`config.mk`:
```
export PLATFORM = sky130hd
export DESIGN_NAME = vcp_table
export DESIGN_NICKNAME = d
export VERILOG_FILES = /design/src/hw/rtl/vcp_pkg.sv /design/src/hw/rtl/vcp_table.sv
export SDC_FILE = /design/constraint.sdc
export NUM_CORES = 2
export LEC_CHECK = 0
export BUFFER_PORTS_ARGS = -buffer_cell sky130_fd_sc_hd__buf_2
export CAP_MARGIN = 20
export CORE_MARGIN = 10
export CORE_UTILIZATION = 50
export CTS_CLUSTER_DIAMETER = 150
export DETAILED_ROUTE_END_ITERATION = 10
export MAX_ROUTING_LAYER = met4
export PLACE_DENSITY_LB_ADDON = 0.15
export SLEW_MARGIN = 30
export SYNTH_ARGS = -nofsm -noshare
export SYNTH_HDL_FRONTEND = slang
export SYNTH_SLANG_ARGS = --single-unit
export TNS_END_PERCENT = 30
```
`constraint.sdc`:
```
create_clock -name clk -period 1.8 [get_ports clk]
set_clock_uncertainty 0.2 [all_clocks]
set_input_delay 0.36 -clock clk [delete_from_list [all_inputs] [get_ports clk]]
set_output_delay 0.36 -clock clk [all_outputs]
set_load 0.05 [all_outputs]
```
`src/hw/rtl/vcp_pkg.sv`:
```
// voice channel picker: shared types, codes and constants
// depends on nothing; used by the interface users, the table, the picker and the top level
package vcp_pkg;

    localparam int ENTITY_W  = 10;
    localparam int ECHAN_W   = 8;
    localparam int LEN_W     = 24;
    localparam int STEP_W    = 16;
    localparam int SEL_W     = 5;
    localparam int TIME_W    = 32;
    localparam int IDX_OUT_W = 5;

    // largest signed remaining life; a channel at this life is never taken as the least-life pick
    localparam logic [TIME_W-1:0] LIFE_LIMIT = 32'h7fff_ffff;

    typedef enum logic [1:0] {
        FUNC_START   = 2'd0,
        FUNC_ADVANCE = 2'd1,
        FUNC_MARK    = 2'd2,
        FUNC_CLEAR   = 2'd3
    } func_t;

    typedef enum logic [1:0] {
        REASON_NONE     = 2'd0,
        REASON_OVERRIDE = 2'd1,
        REASON_LEAST    = 2'd2
    } reason_t;

    typedef enum logic [1:0] {
        ST_IDLE,
        ST_SCAN,
        ST_WRITE,
        ST_RESP
    } state_t;

    typedef struct packed {
        func_t              func;
        logic [ENTITY_W-1:0] entity_number;
        logic [ECHAN_W-1:0]  entity_channel;
        logic [LEN_W-1:0]    sound_length;
        logic [STEP_W-1:0]   time_step;
        logic [SEL_W-1:0]    channel_select;
        logic                mark_value;
    } req_t;

    typedef struct packed {
        logic                 found;
        logic [IDX_OUT_W-1:0] channel_index;
        reason_t              pick_reason;
    } rsp_t;

    typedef logic [ENTITY_W-1:0] cfg_t;

    // one voice table entry as stored in memory
    typedef struct packed {
        logic [ENTITY_W-1:0] entity;
        logic [ECHAN_W-1:0]  entity_channel;
        logic [TIME_W-1:0]   end_time;
        logic                busy;
    } entry_t;

    // control from the sequencer to the picker
    typedef struct packed {
        logic clear;
        logic eval;
    } pick_ctl_t;

    // status from the picker back to the sequencer
    typedef struct packed {
        logic    found;
        logic    override_hit;
        reason_t reason;
    } pick_status_t;

endpackage

```
`src/hw/rtl/vcp_table.sv`:
```
// voice table storage: entry memory with registered read, per-entry valid and streaming bits
// depends on vcp_pkg
module vcp_table #(
    parameter int NUM_CHANNELS = 32,
    localparam int AW = (NUM_CHANNELS > 1) ? $clog2(NUM_CHANNELS) : 1
) (
    input  logic            clk,
    input  logic            rst_n,
    input  logic            rd_en,
    input  logic [AW-1:0]   rd_addr,
    output vcp_pkg::entry_t rd_entry,
    output logic            rd_streaming,
    input  logic            wr_en,
    input  logic [AW-1:0]   wr_addr,
    input  vcp_pkg::entry_t wr_entry,
    input  logic            mark_en,
    input  logic [AW-1:0]   mark_addr,
    input  logic            mark_value,
    input  logic            clear_all
);
    import vcp_pkg::*;

    entry_t                  mem [NUM_CHANNELS];
    entry_t                  rd_data_reg;
    logic                    rd_valid_reg;
    logic                    rd_stream_reg;
    logic [NUM_CHANNELS-1:0] valid_reg;
    logic [NUM_CHANNELS-1:0] stream_reg;

    // entry memory, one write and one read port
    always_ff @(posedge clk)
    begin
        if (wr_en)
        begin
            mem[wr_addr] <= wr_entry;
        end
        if (rd_en)
        begin
            rd_data_reg <= mem[rd_addr];
        end
    end

    // valid and streaming bits; an entry never written reads as zero
    always_ff @(posedge clk or negedge rst_n)
    begin
        if (!rst_n)
        begin
            valid_reg     <= '0;
            stream_reg    <= '0;
            rd_valid_reg  <= 1'b0;
            rd_stream_reg <= 1'b0;
        end
        else
        begin
            if (clear_all)
            begin
                valid_reg  <= '0;
                stream_reg <= '0;
            end
            else if (wr_en)
            begin
                valid_reg[wr_addr]  <= 1'b1;
                stream_reg[wr_addr] <= 1'b0;
            end
            else if (mark_en)
            begin
                stream_reg[mark_addr] <= mark_value;
            end
            if (rd_en)
            begin
                rd_valid_reg  <= valid_reg[rd_addr];
                rd_stream_reg <= stream_reg[rd_addr];
            end
        end
    end

    assign rd_entry     = rd_valid_reg ? rd_data_reg : '0;
    assign rd_streaming = rd_stream_reg;

endmodule

```
==> qor.tcl <==
set qor(area_growth_syn_to_layout_pct) 22.0
set qor(critPathRequiredTime_ns) 1.24
set qor(initial_antenna_violation_count) 7
set qor(maximum_number_of_pins_on_one_net_before_global_route_repair) 67
set qor(report.final.hold_viol_count) 0
set qor(outcome) {complete, but fails checks}
set qor(synthMostInstantiatedCell) {sky130_fd_sc_hd__edfxtp_1}
set qor(start_util) 0.503
set qor(worst_slew_margin_rel) 0.593
set qor(syn_area_per_cell_sq_um) 23.9
set qor(hold_class) {in -> reg}
set qor(maxCapViolations) 0
set qor(yosys.area.top_type_share) 0.752
set qor(boundaryPins) 125
set qor(ys.flop_type) {sky130_fd_sc_hd__edfxtp_1}
set qor(first_pass_iters) 5
set qor(unrepaired_setup_endpoints_after_global_routing) {true}
set qor(final_setup_violation_count) 107
set qor(worst_pin_slew_ns) 0.608
set qor(vias_in_the_first_global_route) 34200
set qor(grt_pass1_wl_microns) 247000
set qor(syn-cell-area_sq_um) 67200
set qor(die-height_microns) 387
set qor(synth.cells.most_frequent) {1683 x sky130_fd_sc_hd__edfxtp_1, 518 x sky130_fd_sc_hd__mux4_2, 131 x sky130_fd_sc_hd__nor2_1, 112 x sky130_fd_sc_hd__clkbuf_1, 66 x sky130_fd_sc_hd__dfrtp_1}
set qor(dpl_worst_slack_ns) -0.967
set qor(tritoncts) {yes}
set qor(route.detailed.drc) 0
set qor(clock.fmax_ghz) 0.392
set qor(final.setup.worst_slack_ns) -0.751
set qor(peakVddDrop_uv) 1100
set qor(core_area_sq_um) 133000
set qor(data_arrival_time_of_the_critical_path_ns) 1.99
set qor(edff_count_synth) 1683
set qor(post_synth_num_cell_types) 33
set qor(detailedPlacementHpwl_microns) 103000
set qor(critical_path.max_stage_delay_ns) 0.41
set qor(drt_wl_total_microns) 171000
set qor(synth_cells) 2816
set qor(setup-tns-final_ns) -49.29
set qor(grt_usage) 0.235
set qor(violations) {setup timing}
set qor(p_leak_nw) 26.8
set qor(utilization) 0.614
set qor(h_tree_depth) 4
set qor(layout-drive-gt1-share) 0.394
set qor(clock_tree.root_cell) {sky130_fd_sc_hd__clkbuf_16}
set qor(tritoncts_num_sinks) 1749
set qor(placement_rows) 134
set qor(layout.filler_cells) 9108
set qor(detail_route.vias_per_cell) 6.19
set qor(cts.reportedPaths.clkPinSlew_ns) 0.06
set qor(vias) 33000
set qor(multi_input_area_sq_um) 14700
set qor(fp.dieW_microns) 387
set qor(ys_seq_area_frac) 0.777
set qor(largest_register_ffs) 1632
set qor(maxSlewViolCount) 0
set qor(critical_path.startpoint_type) {flop}
set qor(cts-root-to-sink-buffers) 3
set qor(final_net_count) 3493
set qor(async_reset_ff_frac) 0.0377
set qor(worstPathCellList) {buf_12 > buf_6 > buf_12 > and2_1 > buf_6}
set qor(ys_seq_elements) 1749
set qor(syn_nets) 2889
set qor(power.total_mw) 86.2
set qor(gpl.final_weighted_congestion) 0.827
set qor(route.antenna.remaining_nets) 0
set qor(port_buffers) 124
set qor(worstSkewPairLatency_ns) 0.80
set qor(cpMaxStageDelayCell) {sky130_fd_sc_hd__dfrtp_2}
set qor(critPathMaxFanout) 17
set qor(criticalPathCategory) {reg -> out}
set qor(cells_taking_the_most_area_after_synthesis) {sky130_fd_sc_hd__edfxtp_1 75%, sky130_fd_sc_hd__mux4_2 17%, sky130_fd_sc_hd__dfrtp_1 2.5%}
set qor(cts_buffers) 176
set qor(drtIter0Drc) 3944
set qor(synth_warnings) 0
set qor(yosysTopAreaCell) {sky130_fd_sc_hd__edfxtp_1}
set qor(period_needed_ns) 2.55
set qor(wl_per_cell_microns) 32.1
set qor(cp-end-kind) {primary output}
set qor(p_per_area_nw_per_um2) 1050
set qor(period_share) 1.42
set qor(die_area_sq_um) 149000
set qor(register_area_sq_um) 52200
set qor(globalRouteOverflowTotal) 0
## final cells by class
cell class	count	share of cell area
clock inverters	94	0.0104
diodes	4	0.000122
well taps	1768	0.0270
flip-flops and latches	1749	0.637
multi-input cells	905	0.180
clock buffers	216	0.0567
repair buffers	588	0.0890
## cells in the final DEF (no fill, tap or decap), drive strengths merged, types with 3 or more instances in the layout
cell            n
a21oi           4
a221oi          4
a22oi          64
and2           51
and3            3
and3b           8
buf           518
bufinv         13
clkbuf        217
clkinv         71
dfrtp          66
diode           4
dlygate4sd3    68
edfxtp       1683
inv             9
mux2           53
mux2i          16
mux4          518
nand2           3
nand2b          3
nand3           6
nand3b          7
nor2          131
nor3            3
nor3b           9
nor4            4
or3b            5
## worst max-delay path: cells and delay by family, from the launching register on
kind / cells / cell delay [ns]
buf+inv: 4 / 0.60
simple gates: 1 / 0.15
flops: 1 / 0.41
## power by group
part           switching [mW]  internal [mW]  total (mW)
combinational            3.00           2.66        5.66
clock                    14.9           20.2        35.1
sequential              0.193           45.3        45.4
total                    18.1           68.1        86.2
## repair_timing
item                                    CTS  global route
hold buffers                             69             0
setup buffers                             1             0
gates resized for setup                 121            44
endpoints found under the hold margin  1819             0
pin swaps                                 1             0
cloned                                    1             0
setup endpoints to repair               105           114
## worst paths after layout
path	startpoint	end	slack, ns	cells after the start
setup / recovery	rd_valid_reg	rd_entry[38]	-0.75	5
hold reg to reg	valid_reg[23]	valid_reg[23]	0.30	2
setup reg to reg	mem[27][17]	rd_data_reg[17]	-0.36	3
max in group asynchronous	rst_n	rd_valid_reg	0.62	4
hold / removal	mark_addr[3]	stream_reg[27]	0.03	4
min in group asynchronous	rst_n	stream_reg[31]	0.47	4
## cells by family (layout without fill, tap and decap cells)
logic type             after synthesis  after routing  synth area share
AOI/OAI and AO/OA                   78             78           0.00864
buffers and inverters              162            898            0.0112
DFF                               1749           1749             0.777
muxes                              587            587             0.185
other                                0              4                 0
and+or+nand+nor                    240            240            0.0182
## stage by stage
| step | area, sq um | hold WS [ns] | cells |
|---|---|---|---|
| after floorplan | 67600 | -0.136 | 2816 |
| after global routing | 81900 | 0.0379 | 5324 |
| final | 81900 | 0.0290 | 5324 |
| after CTS | 81800 | -0.0205 | 5320 |
| after global placement | 75200 | 0.197 | 4939 |
| after detailed placement | 75200 | 0.208 | 4939 |
## layer usage
layer / wire, microns / track usage / up-vias
met5: 0 / - / -
met4: 3840 / 0.0601 / 0
met3: 13700 / 0.0483 / 241
met2: 85100 / 0.372 / 1497
met1: 68500 / 0.315 / 17900
li1: - / - / 13300
Power figures use the tool's default switching activity.
