File: config.mk
export PLATFORM = sky130hd
export DESIGN_NAME = vcp_pick
export DESIGN_NICKNAME = d
export VERILOG_FILES = /design/src/hw/rtl/vcp_pkg.sv /design/src/hw/rtl/vcp_pick.sv
export SDC_FILE = /design/constraint.sdc
export NUM_CORES = 1
export LEC_CHECK = 0
export ABC_AREA = 0
export BUFFER_PORTS_ARGS = -buffer_cell sky130_fd_sc_hd__buf_2
export CAP_MARGIN = 0
export CORE_ASPECT_RATIO = 2
export CORE_MARGIN = 3
export CORE_UTILIZATION = 58
export CTS_CLUSTER_DIAMETER = 100
export CTS_CLUSTER_SIZE = 25
export DETAILED_ROUTE_END_ITERATION = 10
export GPL_ROUTABILITY_DRIVEN = 0
export PLACE_DENSITY = 0.95
export SLEW_MARGIN = 40
export SYNTH_ARGS = -nofsm -noshare
export SYNTH_HDL_FRONTEND = slang
export SYNTH_SLANG_ARGS = --single-unit
export TNS_END_PERCENT = 10
File: constraint.sdc
create_clock -name clk -period 6.1 [get_ports clk]
set_input_delay 0.915 -clock clk [delete_from_list [all_inputs] [get_ports clk]]
set_output_delay 0.915 -clock clk [all_outputs]
set_load 0.02 [all_outputs]
File: src/hw/rtl/vcp_pkg.sv
// voice channel picker: shared types, codes and constants
// depends on nothing; used by the interface users, the table, the picker and the top level
package vcp_pkg;

    localparam int ENTITY_W  = 10;
    localparam int ECHAN_W   = 8;
    localparam int LEN_W     = 24;
    localparam int STEP_W    = 16;
    localparam int SEL_W     = 5;
    localparam int TIME_W    = 32;
    localparam int IDX_OUT_W = 5;

    // largest signed remaining life; a channel at this life is never taken as the least-life pick
    localparam logic [TIME_W-1:0] LIFE_LIMIT = 32'h7fff_ffff;

    typedef enum logic [1:0] {
        FUNC_START   = 2'd0,
        FUNC_ADVANCE = 2'd1,
        FUNC_MARK    = 2'd2,
        FUNC_CLEAR   = 2'd3
    } func_t;

    typedef enum logic [1:0] {
        REASON_NONE     = 2'd0,
        REASON_OVERRIDE = 2'd1,
        REASON_LEAST    = 2'd2
    } reason_t;

    typedef enum logic [1:0] {
        ST_IDLE,
        ST_SCAN,
        ST_WRITE,
        ST_RESP
    } state_t;

    typedef struct packed {
        func_t              func;
        logic [ENTITY_W-1:0] entity_number;
        logic [ECHAN_W-1:0]  entity_channel;
        logic [LEN_W-1:0]    sound_length;
        logic [STEP_W-1:0]   time_step;
        logic [SEL_W-1:0]    channel_select;
        logic                mark_value;
    } req_t;

    typedef struct packed {
        logic                 found;
        logic [IDX_OUT_W-1:0] channel_index;
        reason_t              pick_reason;
    } rsp_t;

    typedef logic [ENTITY_W-1:0] cfg_t;

    // one voice table entry as stored in memory
    typedef struct packed {
        logic [ENTITY_W-1:0] entity;
        logic [ECHAN_W-1:0]  entity_channel;
        logic [TIME_W-1:0]   end_time;
        logic                busy;
    } entry_t;

    // control from the sequencer to the picker
    typedef struct packed {
        logic clear;
        logic eval;
    } pick_ctl_t;

    // status from the picker back to the sequencer
    typedef struct packed {
        logic    found;
        logic    override_hit;
        reason_t reason;
    } pick_status_t;

endpackage

File: src/hw/rtl/vcp_pick.sv
// channel picker: judges one table entry per beat and tracks the best candidate
// depends on vcp_pkg
module vcp_pick #(
    parameter int NUM_CHANNELS = 32,
    localparam int AW = (NUM_CHANNELS > 1) ? $clog2(NUM_CHANNELS) : 1
) (
    input  logic                           clk,
    input  logic                           rst_n,
    input  vcp_pkg::pick_ctl_t             ctl,
    input  logic [AW-1:0]                  idx,
    input  vcp_pkg::entry_t                entry,
    input  logic                           streaming,
    input  logic [vcp_pkg::ENTITY_W-1:0]   req_entity,
    input  logic [vcp_pkg::ECHAN_W-1:0]    req_echan,
    input  logic [vcp_pkg::ENTITY_W-1:0]   player_entity,
    input  logic [vcp_pkg::TIME_W-1:0]     painted_time,
    output vcp_pkg::pick_status_t          status,
    output logic [AW-1:0]                  pick_idx
);
    import vcp_pkg::*;

    logic [TIME_W-1:0] best_reg, best_next;
    logic [AW-1:0]     idx_reg, idx_next;
    logic              found_reg, found_next;
    logic              over_reg, over_next;
    logic [TIME_W-1:0] life;
    logic              is_over;
    logic              is_prot;
    logic              is_less;

    // per-entry tests
    always_comb
    begin
        life    = entry.end_time - painted_time;
        is_over = (req_echan != '0) && (entry.entity == req_entity)
                  && (entry.entity_channel == req_echan);
        is_prot = (entry.entity == player_entity) && (req_entity != player_entity)
                  && entry.busy;
        is_less = $signed(life) < $signed(best_reg);
    end

    // candidate update; nothing but a clear changes once an override hit is held
    always_comb
    begin
        best_next  = best_reg;
        idx_next   = idx_reg;
        found_next = found_reg;
        over_next  = over_reg;
        if (ctl.clear)
        begin
            best_next  = LIFE_LIMIT;
            idx_next   = '0;
            found_next = 1'b0;
            over_next  = 1'b0;
        end
        else if (ctl.eval && !over_reg && !streaming)
        begin
            if (is_over)
            begin
                idx_next   = idx;
                found_next = 1'b1;
                over_next  = 1'b1;
            end
            else if (!is_prot && is_less)
            begin
                best_next  = life;
                idx_next   = idx;
                found_next = 1'b1;
            end
        end
    end

    always_ff @(posedge clk or negedge rst_n)
    begin
        if (!rst_n)
        begin
            found_reg <= 1'b0;
            over_reg  <= 1'b0;
        end
        else
        begin
            found_reg <= found_next;
            over_reg  <= over_next;
        end
    end

    always_ff @(posedge clk)
    begin
        best_reg <= best_next;
        idx_reg  <= idx_next;
    end

    assign status.found        = found_reg;
    assign status.override_hit = over_reg;
    assign status.reason       = over_reg  ? REASON_OVERRIDE :
                                 found_reg ? REASON_LEAST : REASON_NONE;
    assign pick_idx            = idx_reg;

endmodule

==> impl_metrics.csv, run 1 <==
group,metric,value,unit
setup_path,critPathMaxFanout,30,
route,avgViaCountPerCell,5.86,
grt,grt.total_usage,27.7,%
clock_network,path_clk_slew,0.06,ns
yosys,syn_avg_cell_area,7.86,µm²
yosys,yosys_warnings,0,
yosys,synth-seq-cells,39,
status,status,"complete, no violations",
sta,tightestPinTransition,0.665,ns
placement,place_hpwl,10000,µm
cells_and_area,final_common_cell,"buf_2",
clock_network,ctsLongestPathBuffers,2,
run,maxCapViolations,0,
setup_path,cp-start-kind,"input port",
grt,grt_use_met1,25.5,%
grt,grt_overflow,0,
sta,max_freq,187,MHz
floorplan,die_w,68.1,µm
clock_network,numCtsBuffers,5,
yosys,syn-cell-area,4470,µm²
sta,rsz0062_at_grt,"false",
setup_path,crit_arrival,5.49,ns
grt,grt_util_met3,3.01,%
yosys,ys_seq_area_share,17.7,%
cells_and_area,drive_gt1_share,22.0,%
route,first_pass_iters,6,
cells_and_area,multi_input_area,3280,µm²
cells_and_area,final_cell_mix,"buf_2, inv_1, ha_1",
clock_network,clk_latency,0.28,ns
grt,grt_max_degree,31,
floorplan,rows,44,
yosys,synth_nets,753,
grt,grt_most_used_layer,"met2",
yosys,synth-edff-count,0,
setup_path,endpoint_kind,"flop",
setup_path,required,6.26,ns
cells_and_area,nets,874,
route,drc,0,
placement,io_buffers,129,
yosys,ys_types,58,
clock_network,cts_hold_buf,0,
clock_network,post_cts_buffers,0,
route,antenna_left,0,
clock_network,cts_tree,"yes",
cells_and_area,largest_reg_flops,32,
sta,report.final.slew_viol_count,0,
floorplan,ioPinCount,130,
sta,clock-skew-final,0.00366,ns
power,powerDensity,211,nW/µm²
cells_and_area,nFillCells,542,
yosys,ys_async_sr_fraction,5.13,%
cells_and_area,seqCellArea,791,µm²
cells_and_area,n_antenna_cell,0,
route,avgRoutedWirePerCell,15.6,µm
sta,finalSetupTns,0,ns
yosys,synthFlopType,"dfxtp_1",
sta,setup_viol,0,
yosys,syn_inst,569,
clock_network,cts_sinks,39,
grt,grt_pass1_vias,4540,
hold_path,holdCritPathClass,"in -> async",
clock_network,htree_num_levels,2,
sta,relSlewSlack,55.6,%
floorplan,start_util,60.7,%
sta,hold_viol_final,0,
route,num_vias,4589,
power,leakagePower,3.09,nW
grt,grtUsageMet2,55.2,%
floorplan,die_y,130,µm
clock_network,post_cts_resized,0,
sta,period_minus_slack,5.34,ns
cells_and_area,final_cells,783,
route,drt-initial-drc-count,191,
sta,fin_crit_sh,87.5,%
power,peakVddDrop,122,µV
grt,grt_pass1_wl,19400,µm
floorplan,core_area,7380,µm²
grt,grt_antenna_before_repair,0,
floorplan,die-area,8870,µm²
clock_network,cts-root-buf,"clkbuf_16",
placement,numPlacedInstances,775,
setup_path,worstSetupPathType,"in -> reg",
cells_and_area,area_growth,17.6,%
route,wirelength,12200,µm
[Yosys cell counts, types with 3 or more instances]
master    number  area share, %
a21oi_1       45            5.0
and4_1         3           0.59
xnor2_1       36            7.0
ha_1          62             17
nor3_1         9            1.0
a211oi_1       3           0.50
nand4_1        8            1.1
a31oi_1        7           0.98
mux2i_1       32            7.2
xor2_1        30            5.9
nand3_1        8           0.89
nand2_1       54            4.5
nor2_1        33            2.8
nor4_1         6           0.84
nor2b_1        6           0.84
inv_1         73            6.1
dfxtp_1       37             17
a311oi_1       3           0.59
a21o_1        17            2.9
o31ai_1        6            1.0
clkbuf_1       8           0.67
o21ai_0       17            1.9
o211ai_1       5           0.84
and3_1         5           0.70
buf_4          3           0.50
a211o_1        5           0.98
nand2b_1       8            1.1
[per-stage QoR]
step	utilization, %	hold slack, ns	area (µm²)	power [mW]	setup WS [ns]
final	71.3	0.412	5260	1.11	0.763
after global routing	71.3	0.412	5260	1.18	0.460
after CTS	71.3	0.409	5260	1.10	0.816
after detailed placement	69.5	0.460	5120	0.846	0.544
after global placement	69.5	0.453	5120	0.812	0.850
after floorplan	-	0.435	4470	0.708	1.42
[path summary, 6_finish.rpt]
kind | start | to | slack (ns) | cells after the start
worst min-delay path | rst_n | over_reg$_DFFE_PN0P_ | 0.41 | 1
min in group clk | best_reg[24]$_SDFFE_PP1P_ | best_reg[24]$_SDFFE_PP1P_ | 0.47 | 1
worst max-delay path | entry[1] | best_reg[10]$_SDFFE_PP1P_ | 0.76 | 21
max in group asynchronous | rst_n | found_reg$_DFFE_PN0P_ | 5.59 | 1
worst max register to register | best_reg[11]$_SDFFE_PP1P_ | best_reg[10]$_SDFFE_PP1P_ | 3.12 | 12
worst min register to register | best_reg[24]$_SDFFE_PP1P_ | best_reg[24]$_SDFFE_PP1P_ | 0.47 | 1
[cells by family (layout without fill, tap and decap cells)]
| kind of cell | Yosys count | in the layout | synth area share [%] |
|---|---|---|---|
| AND/OR/NAND/NOR | 147 | 147 | 15.8 |
| multiplexers | 32 | 32 | 7.16 |
| adder cells (fa/ha/maj) | 63 | 63 | 17.8 |
| buffers and inverters | 91 | 213 | 8.92 |
| XOR/XNOR | 66 | 66 | 12.9 |
| AO/OA/AOI/OAI | 131 | 131 | 19.7 |
| flip-flops | 39 | 39 | 17.7 |
[layer usage]
| metal | up-vias | part of all wire, % |
|---|---|---|
| met4 | 0 | 4.5 |
| met1 | 2147 | 34 |
| met5 | - | 0 |
| met2 | 182 | 56 |
| li1 | 2216 | - |
| met3 | 44 | 5.2 |
[critical path, stage by stage]
cell      delay [ns]
buf_2           0.07
inv_1           0.03
ha_1            0.21
fa_1            0.41
nand2b_1        0.19
a21oi_1         0.22
o311a_1         0.31
nor4_1          0.11
o31ai_1         0.40
a31oi_1         0.16
xnor2_1         0.16
ha_1            0.29
and4_1          0.23
a221oi_1        0.12
a211oi_1        0.20
o21ai_0         0.13
and4_4          0.21
a31oi_4         0.28
buf_4           0.48
mux2i_1         0.26
nand2_1         0.07
[report_power, final]
group / switching (mW) / total [mW] / internal (mW)
Combinational: 0.312 / 0.549 / 0.237
Sequential: 0.0178 / 0.307 / 0.289
Clock: 0.103 / 0.254 / 0.151
[layout make-up]
type / count / share of cell area (%)
Tap cell: 92 / 2.19
Inverter: 75 / 5.35
Multi-Input combinational cell: 439 / 62.4
Sequential cell: 39 / 15.0
Clock inverter: 1 / 0.0951
Clock buffer: 7 / 2.52
Timing Repair Buffer: 130 / 12.4
Power figures use the tool's default switching activity.
==> run 2, diff against run 1 <==
--- a/config.mk
+++ b/config.mk
@@ -6,16 +6,17 @@
 export NUM_CORES = 1
 export LEC_CHECK = 0
 export ABC_AREA = 0
-export BUFFER_PORTS_ARGS = -buffer_cell sky130_fd_sc_hd__buf_2
 export CAP_MARGIN = 0
 export CORE_ASPECT_RATIO = 2
 export CORE_MARGIN = 3
-export CORE_UTILIZATION = 58
+export CORE_UTILIZATION = 60
 export CTS_CLUSTER_DIAMETER = 100
 export CTS_CLUSTER_SIZE = 25
 export DETAILED_ROUTE_END_ITERATION = 10
+export DONT_BUFFER_PORTS = 1
 export GPL_ROUTABILITY_DRIVEN = 0
-export PLACE_DENSITY = 0.95
+export PLACE_DENSITY = 0.86
+export SKIP_CTS_REPAIR_TIMING = 1
 export SLEW_MARGIN = 40
 export SYNTH_ARGS = -nofsm -noshare
 export SYNTH_HDL_FRONTEND = slang
==> run 2 against run 1 <==
Sequential power rose by 2%. First-iteration DRC count decreased by 36%. Die area down 3.1%. Non-clock buffer count shrank 129. Clock-buffer cell count fell by 1. Critical path type unchanged. Via count decreased by 13%. Highest routed layer unchanged.
==> impl_metrics.csv, run 2 (synthesized netlist as in run 1, its figures left out) <==
group,metric,value,unit
sta,relSlewSlack,58.5,%
setup_path,reg2reg_depth,12,
cells_and_area,final_area,4660,µm²
setup_path,r2r_slack,3.09,ns
sta,clock-skew-final,0.00630,ns
sta,tightestPinTransition,0.621,ns
power,finalPower,1.10,mW
floorplan,rows,44,
placement,pre_cts_ws,0.562,ns
floorplan,die_w,67.1,µm
route,wirelength,10700,µm
clock_network,clk_latency,0.29,ns
route,num_vias,3983,
cells_and_area,area_growth,4.08,%
power,powerDensity,236,nW/µm²
status,status,"complete, no violations",
setup_path,endpoint_kind,"flop",
sta,period_minus_slack,5.23,ns
power,internal_power,0.700,mW
route,antenna_left,0,
setup_path,cp_slowest_cell,"buf_4",
setup_path,cp-start-kind,"input port",
grt,grt_max_degree,29,
power,leakagePower,2.59,nW
route,drc,0,
power,p_sw_share,36.4,%
power,p_clk_share,28.5,%
sta,finalSetupTns,0,ns
grt,grt_overflow,0,
setup_path,cpMostUsedCell,"ha_1",
setup_path,cp-startpoint,"entry[1]",
route,avgViaCountPerCell,6.09,
floorplan,die-area,8590,µm²
cells_and_area,nFillCells,662,
power,p_comb_share,43.1,%
hold_path,holdCritPathClass,"in -> async",
setup_path,critPathMaxStageDelay,0.44,ns
floorplan,start_util,61.6,%
cells_and_area,n_antenna_cell,0,
placement,place_hpwl,8830,µm
route,avgRoutedWirePerCell,16.3,µm
sta,hold_viol_final,0,
floorplan,core_area,7270,µm²
setup_path,timing.rr.start,"best_reg[9]$_SDFFE_PP1P_",
grt,grt_antenna_before_repair,0,
placement,numPlacedInstances,646,
cells_and_area,final_util,64.1,%
setup_path,critPathTopFamily,"compound AO/OA/AOI/OAI gates",
grt,grt_pass1_wl,16800,µm
sta,report.final.slew_viol_count,0,
grt,grt_use_met1,22.2,%
sta,fin_crit_sh,85.8,%
setup_path,cp_cell_sequence,"inv_1 -> ha_1 -> fa_1 -> nand2b_1 -> a21oi_1 -> o311a_1 -> nor4_1 -> o31ai_1 -> a31oi_1 -> xnor2_1 -> ha_1 -> and4_1 -> nand4_1 -> a211oi_1 -> o21ai_0 -> and4_4 -> a31oi_4 -> buf_4 -> mux2i_1 -> nand2_1",
power,peakVddDrop,124,µV
placement,io_buffers,0,
grt,grt_pass1_vias,4120,
run,maxCapViolations,0,
setup_path,critPathMaxFanout,24,
placement,place_area,4480,µm²
grt,grt.total_usage,24.7,%
clock_network,cts_tree,"yes",
clock_network,numCtsBuffers,5,
cells_and_area,nets,745,
cells_and_area,drive_gt1_share,4.45,%
floorplan,die_y,128,µm
sta,max_freq,191,MHz
grt,grtUsageMet2,49.5,%
cells_and_area,final_cell_mix,"inv_1, ha_1, nand2_1",
setup_path,required,6.25,ns
clock_network,cts-root-buf,"clkbuf_16",
power,p_switching,0.401,mW
route,first_pass_iters,4,
clock_network,htree_num_levels,2,
sta,rsz0062_at_grt,"false",
cells_and_area,final_common_cell,"inv_1",
setup_path,worstSetupPathType,"in -> reg",
floorplan,ioPinCount,130,
clock_network,path_clk_slew,0.06,ns
setup_path,reg2reg_to,"best_reg[22]$_SDFFE_PP1P_",
clock_network,ctsLongestPathBuffers,2,
setup_path,crit_buf_inv,2,
cells_and_area,largest_reg_flops,32,
clock_network,cts_sinks,39,
setup_path,crit_arrival,5.38,ns
cells_and_area,final_cells,654,
route,drt-initial-drc-count,123,
sta,setup_viol,0,
sta,timing.final.ws_setup,0.867,ns
grt,grt_util_met3,2.98,%
grt,grt_most_used_layer,"met2",
power,p_seq_share,28.4,%
sta,fin_hold_ws,0.320,ns
[run 2: cell types whose count changed in the layout (fill, tap and decap cells not counted)]
| cell | delta |
|---|---|
| buf_2 | -129 |
| clkbuf_1 | -2 |
| bufinv_16 | +1 |
| inv_6 | +1 |
| clkbuf_8 | +1 |
| clkinv_2 | -1 |
[run 2: power groups by stage]
stage / Clock, mW / Sequential [mW] / Combinational, mW
after global placement: 0 / 0.316 / 0.449
final: 0.314 / 0.313 / 0.474
after detailed placement: 0 / 0.318 / 0.467
after floorplan: 0 / 0.311 / 0.397
after CTS: 0.318 / 0.313 / 0.472
after global routing: 0.329 / 0.317 / 0.534
[run 2: worst max path at each step]
| stage | depth (start not counted) | slack, ns | endpoint |
|---|---|---|---|
| after floorplan | 20 | 1.42 | best_reg[10]$_SDFFE_PP1P_ |
| after global placement | 20 | 0.79 | best_reg[10]$_SDFFE_PP1P_ |
| after detailed placement | 20 | 0.56 | best_reg[14]$_SDFFE_PP1P_ |
| after CTS | 20 | 0.86 | best_reg[7]$_SDFFE_PP1P_ |
| after global routing | 20 | 0.52 | best_reg[7]$_SDFFE_PP1P_ |
| final | 20 | 0.87 | best_reg[22]$_SDFFE_PP1P_ |
[run 2: cell type report]
type	instances	area (µm²)	share of cell area, %
Inverter	75	282	6.05
Clock buffer	6	139	2.98
Tap cell	92	115	2.47
Clock inverter	2	38.8	0.833
Multi-Input combinational cell	439	3280	70.5
Sequential cell	39	791	17.0
Timing Repair Buffer	1	7.51	0.161
[run 2: metal layers]
metal	vias to the layer above	wire (µm)
met4	0	420
met1	1855	3620
met2	136	6080
met5	-	0
li1	1956	-
met3	36	563
[run 2: worst register-to-register path, cell delays in order, from the launching register on]
cell	delay (ns)
dfxtp_1	0.34
inv_1	0.05
ha_1	0.29
a21oi_1	0.06
o21ai_0	0.24
o21ai_0	0.16
a21oi_1	0.18
o21ai_0	0.14
and4_4	0.21
a31oi_4	0.43
buf_4	0.45
mux2i_1	0.25
nand2_1	0.08
==> run 3, diff against run 2 <==
--- a/config.mk
+++ b/config.mk
@@ -9,13 +9,13 @@
 export CAP_MARGIN = 0
 export CORE_ASPECT_RATIO = 2
 export CORE_MARGIN = 3
-export CORE_UTILIZATION = 60
+export CORE_UTILIZATION = 59
 export CTS_CLUSTER_DIAMETER = 100
 export CTS_CLUSTER_SIZE = 25
 export DETAILED_ROUTE_END_ITERATION = 10
 export DONT_BUFFER_PORTS = 1
 export GPL_ROUTABILITY_DRIVEN = 0
-export PLACE_DENSITY = 0.86
+export PLACE_DENSITY = 0.88
 export SKIP_CTS_REPAIR_TIMING = 1
 export SLEW_MARGIN = 40
 export SYNTH_ARGS = -nofsm -noshare
==> constraint.sdc (replaced) <==
create_clock -name clk -period 4.43 [get_ports clk]
set_input_delay 0.6645 -clock clk [delete_from_list [all_inputs] [get_ports clk]]
set_output_delay 0.6645 -clock clk [all_outputs]
set_load 0.02 [all_outputs]
==> run 3 against run 2 <==
The run now ends with negative setup slack left. Critical endpoint is now best_reg[2]$_SDFFE_PP1P_. Utilization grew 8.4 points. Clock skew is essentially flat. Combinational power grew 79%. Clock-buffer cell count shrank 1.
==> impl_metrics.csv, run 3 (synthesized netlist as in run 1, its figures left out) <==
group,metric,value,unit
setup_path,worstSetupPathType,"in -> reg",
sta,relSlewSlack,65.3,%
floorplan,start_util,61.1,%
clock_network,path_clk_slew,0.07,ns
clock_network,cts-root-buf,"clkbuf_16",
setup_path,crit_buf_inv,3,
setup_path,reg2reg_to,"best_reg[21]$_SDFFE_PP1P_",
setup_path,critPathMaxFanout,8,
power,peakVddDrop,192,µV
grt,grt_max_degree,29,
route,first_pass_iters,4,
floorplan,die_y,129,µm
placement,numPlacedInstances,691,
sta,max_freq,221,MHz
status,violations,"negative setup slack",
setup_path,critPathTopFamily,"compound AO/OA/AOI/OAI gates",
cells_and_area,largest_reg_flops,32,
status,status,"finished with violations",
grt,grt_pass1_wl,18000,µm
cells_and_area,n_antenna_cell,0,
clock_network,ctsLongestPathBuffers,2,
setup_path,critPathMaxStageDelay,0.41,ns
cells_and_area,final_area,5310,µm²
placement,io_buffers,0,
floorplan,ioPinCount,130,
clock_network,cts_sinks,39,
route,drt-initial-drc-count,211,
route,avgViaCountPerCell,6.18,
setup_path,r2r_slack,1.59,ns
floorplan,rows,44,
route,drc,0,
placement,place_hpwl,9440,µm
setup_path,cp_slowest_cell,"a31oi_4",
power,leakagePower,2.88,nW
route,num_vias,4384,
power,powerDensity,322,nW/µm²
grt,grt_antenna_before_repair,0,
floorplan,die_w,67.6,µm
sta,clock-skew-final,0.00625,ns
sta,tightestPinTransition,0.520,ns
cells_and_area,drive_gt1_share,17.3,%
cells_and_area,area_growth,18.6,%
setup_path,cp-startpoint,"entry[1]",
setup_path,endpoint_kind,"flop",
route,wirelength,12800,µm
sta,timing.final.ws_setup,-0.102,ns
setup_path,cp-start-kind,"input port",
cells_and_area,final_common_cell,"inv_1",
clock_network,htree_num_levels,2,
floorplan,core_area,7320,µm²
hold_path,holdCritPathClass,"in -> async",
cells_and_area,nets,800,
sta,rsz0062_at_grt,"true",
route,avgRoutedWirePerCell,18.1,µm
cells_and_area,final_cell_mix,"inv_1, ha_1, nand2_1",
setup_path,timing.rr.start,"best_reg[9]$_SDFFE_PP1P_",
grt,grt.total_usage,26.1,%
cells_and_area,nFillCells,501,
grt,grt_pass1_vias,4285,
run,maxCapViolations,0,
floorplan,die-area,8730,µm²
sta,period_minus_slack,4.53,ns
sta,setup_viol,21,
sta,report.final.slew_viol_count,0,
placement,place_area,4830,µm²
setup_path,required,4.57,ns
setup_path,crit_end,"best_reg[2]$_SDFFE_PP1P_",
setup_path,cpMostUsedCell,"and4_4",
cells_and_area,final_cells,709,
power,finalPower,1.71,mW
route,antenna_left,0,
setup_path,crit_arrival,4.67,ns
sta,hold_viol_final,0,
setup_path,reg2reg_depth,12,
setup_path,path_depth,21,
clock_network,numCtsBuffers,5,
clock_network,clk_latency,0.29,ns
clock_network,cts_tree,"yes",
sta,fin_crit_sh,102,%
grt,grt_overflow,0,
setup_path,cp_cell_sequence,"inv_1 -> ha_2 -> fa_2 -> nand2b_4 -> a21oi_2 -> o311a_1 -> nor4_2 -> buf_4 -> o31ai_4 -> a31oi_1 -> xnor2_1 -> ha_1 -> and4_4 -> a221oi_4 -> a211oi_2 -> o21ai_1 -> and4_4 -> a31oi_4 -> clkbuf_16 -> mux2i_1 -> nand2_1",
## run 3: worst min-delay path by stage
stage / end / slack, ns
finish: over_reg$_DFFE_PN0P_ / 0.06
global placement: found_reg$_DFFE_PN0P_ / 0.37
detailed placement: over_reg$_DFFE_PN0P_ / 0.37
global route: over_reg$_DFFE_PN0P_ / 0.06
floorplan: found_reg$_DFFE_PN0P_ / 0.37
CTS: over_reg$_DFFE_PN0P_ / 0.06
## run 3: stage by stage
| stage | setup slack [ns] | hold slack, ns | setup TNS (ns) | util [%] |
|---|---|---|---|---|
| after floorplan | 0.00406 | 0.369 | 0 | - |
| after global placement | -0.163 | 0.369 | -4.37 | 66.0 |
| after detailed placement | -0.367 | 0.369 | -10.42 | 66.0 |
| after CTS | -0.0660 | 0.0647 | -0.474 | 68.3 |
| after global routing | -0.261 | 0.0570 | -5.95 | 72.5 |
| final | -0.102 | 0.0648 | -0.574 | 72.5 |
## run 3: per-layer routing
metal,share of wire (%),GRT usage [%]
met3,6.0,3.30
met1,34,23.9
met2,55,50.6
met4,4.9,16.1
met5,0,0
## run 3: cell type report
| cell class | count | area (µm²) | area share, % |
|---|---|---|---|
| Multi-Input combinational cell | 439 | 3460 | 65.2 |
| Sequential cell | 39 | 791 | 14.9 |
| Timing Repair Buffer | 56 | 479 | 9.03 |
| Inverter | 75 | 289 | 5.45 |
| Clock buffer | 5 | 125 | 2.36 |
| Tap cell | 92 | 115 | 2.17 |
| Clock inverter | 3 | 47.5 | 0.896 |
## run 3: power by group
part	internal, mW	switching [mW]	leakage (nW)
clock network	0.269	0.156	0.0844
registers	0.398	0.0360	0.330
logic	0.399	0.450	2.46
total	1.07	0.642	2.88
